==> config.mk <==
export PLATFORM = sky130hd
export DESIGN_NAME = dbia_ctrl
export DESIGN_NICKNAME = d
export VERILOG_FILES = /design/src/rtl/dbia_pkg.sv /design/src/rtl/dbia_ctrl.sv
export SDC_FILE = /design/constraint.sdc
export NUM_CORES = 1
export LEC_CHECK = 0
export BUFFER_PORTS_ARGS = -buffer_cell sky130_fd_sc_hd__clkbuf_2
export CAP_MARGIN = 20
export CORE_AREA = 5 5 42 44
export CTS_CLUSTER_SIZE = 16
export DETAILED_ROUTE_END_ITERATION = 8
export DIE_AREA = 0 0 47 49
export PLACE_DENSITY_LB_ADDON = 0.2
export SLEW_MARGIN = 10
export SYNTH_ARGS = -nofsm -noshare
export SYNTH_HDL_FRONTEND = slang
export SYNTH_SLANG_ARGS = --single-unit
==> constraint.sdc <==
create_clock -name i_clk -period 3 [get_ports i_clk]
set_clock_uncertainty 0.15 [all_clocks]
set_input_delay 0.6 -clock i_clk [delete_from_list [all_inputs] [get_ports i_clk]]
set_output_delay 0.6 -clock i_clk [all_outputs]
set_load 0.02 [all_outputs]
==> src/rtl/dbia_pkg.sv <==
// shared types, constants and helpers for the interval admitter
package dbia_pkg;

    localparam int DEF_BOOKING_DEPTH = 64;
    localparam int DEF_DOUBLE_DEPTH  = 64;

    typedef enum logic [1:0] {
        ST_OK     = 2'd0,
        ST_TRIPLE = 2'd1,
        ST_FULL   = 2'd2
    } t_status;

    // controller to datapath
    typedef struct packed {
        logic    load;      // capture request, restart scan
        logic    scan_dbl;  // walk the double-booking table
        logic    scan_bkg;  // walk the booking table
        logic    rewind;    // restart scan index
        logic    commit;    // store booking, advance counts
        logic    post;      // load the result register
        t_status code;
    } t_dp_cmd;

    // datapath to controller
    typedef struct packed {
        logic dbl_hit;
        logic scan_done;
        logic full;
    } t_dp_sts;

    // half-open intervals [a,b) and [c,d) share an instant
    function automatic logic spans_meet(input logic [31:0] a, input logic [31:0] b,
                                        input logic [31:0] c, input logic [31:0] d);
        spans_meet = (a < d) && (b > c);
    endfunction

endpackage

==> src/rtl/dbia_ctrl.sv <==
// controller: sequences the two table scans, the decision and the response
module dbia_ctrl (
    input  logic              i_clk,
    input  logic              i_rst_n,
    input  logic              i_in_valid,
    output logic              o_in_ready,
    output logic              o_out_valid,
    input  logic              i_out_ready,
    input  dbia_pkg::t_dp_sts i_sts,
    output dbia_pkg::t_dp_cmd o_cmd
);
    import dbia_pkg::*;

    typedef enum logic [4:0] {
        S_IDLE     = 5'b00001,
        S_SCAN_DBL = 5'b00010,
        S_SCAN_BKG = 5'b00100,
        S_DECIDE   = 5'b01000,
        S_RESP     = 5'b10000
    } t_state;

    t_state r_state, n_state;

    always_comb begin
        n_state     = r_state;
        o_cmd       = '0;
        o_cmd.code  = ST_OK;
        o_in_ready  = 1'b0;
        o_out_valid = 1'b0;
        unique case (r_state)
            S_IDLE: begin
                o_in_ready = 1'b1;
                if (i_in_valid) begin
                    o_cmd.load = 1'b1;
                    n_state    = S_SCAN_DBL;
                end
            end
            S_SCAN_DBL: begin
                o_cmd.scan_dbl = 1'b1;
                if (i_sts.dbl_hit) begin
                    o_cmd.post = 1'b1;
                    o_cmd.code = ST_TRIPLE;
                    n_state    = S_RESP;
                end else if (i_sts.scan_done) begin
                    o_cmd.rewind = 1'b1;
                    n_state      = S_SCAN_BKG;
                end
            end
            S_SCAN_BKG: begin
                o_cmd.scan_bkg = 1'b1;
                if (i_sts.scan_done) begin
                    n_state = S_DECIDE;
                end
            end
            S_DECIDE: begin
                o_cmd.post   = 1'b1;
                o_cmd.commit = !i_sts.full;
                o_cmd.code   = i_sts.full ? ST_FULL : ST_OK;
                n_state      = S_RESP;
            end
            S_RESP: begin
                o_out_valid = 1'b1;
                if (i_out_ready) begin
                    n_state = S_IDLE;
                end
            end
            default: begin
                n_state = S_IDLE;
            end
        endcase
    end

    always_ff @(posedge i_clk) begin
        if (!i_rst_n) begin
            r_state <= S_IDLE;
        end else begin
            r_state <= n_state;
        end
    end
endmodule

# After elaboration in Yosys (flattened, before gate mapping)
# Index checks and enable logic that the tools add are counted.
# op_classes
add_sub_neg	0
n_mul	0
div_mod_pow	0
order_cmp	0
eq_ne	9
shifts	0
mux	19
n_bitwise	0
reduce_logical	2
# ops
cell	count
$mux 5	5
$pmux 5 s5	1
$mux 1	10
$ne 2x2->1 const B	3
$pmux 3 s2	1
$eq 5x1->1 const B	1
$eq 5x2->1 const B	1
$eq 5x3->1 const B	1
$eq 5x4->1 const B	1
$eq 5x5->1 const B	1
$reduce_and 4->1	1
$mux 3	1
$ne 3x3->1 const B	1
$mux 2	1
$logic_not 1->1	1
# word_totals
reg_bits	5
latch_bits	0
ram_bits	0
rom_bits	0
inputBits	7
memories	0

# Logic depth before layout (Yosys ltp)
# logic_depth
word_depth	3
ltp_mapped	5
mapped_depth_nobuf	4

# Worst setup path before layout
# No wires, ideal clock.
# synth_path
kind	reg2out
start	register r_state[2]
end	output port o_cmd[7] (netlist bit)
arrival_time_ps	1936
required_ps	2250
path_slack_ps	314
path_stages_with_launch	5
cell_sequence	dfxtp_1 clkbuf_1 or2_2 nor4b_1 and2_1
# synth_rtl
element	line	source
from (decl)	dbia_ctrl.sv:22	t_state r_state, n_state;
from (signal assigned)	dbia_ctrl.sv:77	r_state <= n_state;
to (decl)	dbia_ctrl.sv:10	output dbia_pkg::t_dp_cmd o_cmd

==> results by group <==
Timing
  • Fin crit share: 0.8084
  • Peak Freq: 412.4 MHz
  • RSZ-0062 raised after global routing: no
  • Fin Hold WS: approximately 420 ps
  • Endpoints failing setup: 0
  • Pins over their slew limit: 0
  • Total negative slack: 0 ps
  • Hold Vio Cnt, Final: 0
  • Rel. slew slack: 0.7597
  • Crit path time final: around 2400 ps
  • Worst-margin pin slew: roughly 360 ps

Critical path
  • WS Path Type: flip-flop to primary output
  • Critical Path Start Type: flip-flop
  • Crit path arrival time: between 1500 and 2000 ps
  • CP Capture Type: primary output
  • Crit path required time: between 2000 and 2500 ps
  • Worst-path maximum fanout: 10

Clocking
  • Hold-fix buffers, CTS: 0
  • CTS root buffer: clkbuf_4
  • Clock transition at path regs: roughly 40 ps
  • PostCTS Resize Cnt: 0
  • CTS tree: built
  • CTS max path bufs: 2
  • Clk_lat worst skew: 240 ps
  • # Post-CTS Setup Buffers: 0
  • CTS Buf Count: 3
  • H-tree depth: 1
  • Clk sinks: 5

Finish
  • Largest regs: r_state (5)
  • P&R area growth vs syn: 24.44%
  • Fill cell count: 162
  • Post-route cell area: 490.5 um^2
  • Most frequent cells in the layout: clkbuf_2, dfxtp_1, nand2_1
  • Largest register FFs: 5
  • Commonest non-fill, non-tap cell in the layout: clkbuf_2
  • Area of the multi-input gates: roughly 260 um^2
  • Share of layout cells above drive strength 1: 0.3594
  • Top reg by flops: r_state
  • FF/Latch Area: 100.1 um^2
  • Ant. Diodes: 0
  • Number of nets in the layout: 72
  • Post-layout util: 0.3500

Synthesis
  • Register area share after synthesis: 0.2540
  • Synthesized net count: 55
  • Post-synth top flop: dfxtp_1
  • Mean area per synthesized cell: around 8.2 um^2
  • Post-synth EDFFs: 0
  • Yosys warns: 0
  • Post-synthesis cell type count: 25
  • Cell area after synthesis: about 400 um^2
  • Yosys reg bits: 5
  • Async set-reset flop share out of synthesis: 0
  • Syn Inst Count: 48

Detailed routing
  • ANT nets after route: 0
  • Via count: a little under 400
  • Post-DR wirelength/cell: approximately 12 um
  • Drt total wl: 922 um
  • Drt first-iter violations: 3
  • DRC viols: 0
  • Via density: between 4 and 5
  • First-pass DRT Iterations: 4

Floorplanning
  • Die area: 0.002303 mm^2
  • Die extent in x: 47 um
  • Core area: ~0.0014 mm^2
  • Initial Util: 0.2813
  • Row Count: 14
  • # IOs: 17
  • Die Height: 49 um

Worst hold path
  • Hold crit path type: flip-flop to flip-flop

GRT
  • Antenna violations before repair: 0
  • First-pass GRT wire length: roughly 1600 um
  • Pin count of the biggest net entering global routing: 12
  • Vias in the first global route: around 380
  • Total GRT Usage: 0.09289
  • Total gr overflow: 0

Outcome
  • Status: finished, final reports clean

Power
  • Power Density: around 440 mW/mm^2
  • Overall Power: ~210 uW
  • Leak: between 0.0002 and 0.00025 uW
  • IR drop worst, VDD: 0.0001289 V

Placement
  • Port bufs: 16
  • Placed Area: about 460 um^2
  • GPL Wtd Cong: between 0.7 and 0.8
  • Hpwl dp: 711.4 um

Run
  • Max-cap violations: 0
[cells in the mapped netlist, drive strengths merged, types with 3 or more instances]
cell / instances / area (um^2)
and2: 3 / 18.77
nor4: 3 / 18.77
dfxtp: 5 / 100.1
nor2: 3 / 11.26
nand2: 4 / 15.01
and3: 3 / 23.77
nor3b: 3 / 22.52
[cell type report]
cell class              instances  area share
clock buffers                   4     0.05357
inverters                       1    0.007653
multi-input cells              38      0.5306
flip-flops and latches          5      0.2041
well taps                      16     0.04082
repair buffers                 16      0.1633
[final timing paths]
kind	slack, ps	startpoint	cells past startpoint	endpoint
max	570	r_state[2]	4	o_cmd[7]
max reg2reg	1050	r_state[3]	4	r_state[3]
min reg2reg	420	r_state[2]	2	r_state[2]
min	420	r_state[2]	2	r_state[2]
[stage by stage]
stage / setup WS [ps] / instances
finish: 574.9 / 80
global route: 423.0 / 80
CTS: 549.5 / 80
detailed placement: 817.9 / 76
global placement: 856.3 / 76
floorplan: 314.5 / 48
[metal layers]
metal | up-vias | global-route usage | wire (um)
met1 | 174 | 0.1184 | 451
met2 | 13 | 0.1267 | 401
met5 | - | 0 | 0
met4 | 0 | 0.08295 | 19
met3 | 2 | 0.01476 | 49
li1 | 208 | - | -
[worst max-delay path: stages, from the launching register on]
cell	delay (ps)
dfxtp_1	380
or2_2	360
nor4b_1	330
and2_1	200
clkbuf_2	170
[kinds of logic (layout without fill, tap and decap cells)]
| logic type | count (synthesis) | after routing | share of synthesized area |
|---|---|---|---|
| AO/OA/AOI/OAI | 8 | 8 | 0.1397 |
| XOR/XNOR | 1 | 1 | 0.02223 |
| buffers and inverters | 5 | 21 | 0.08571 |
| flip-flops | 5 | 5 | 0.2540 |
| AND/OR/NAND/NOR | 29 | 29 | 0.4984 |
[report_power, final]
group          internal [uW]  switching (uW)
clock network           50.2            25.7
registers               71.1            10.1
logic                   27.3            30.1
total                    149            65.8
Note: power is estimated with default switching activity, not from simulation.
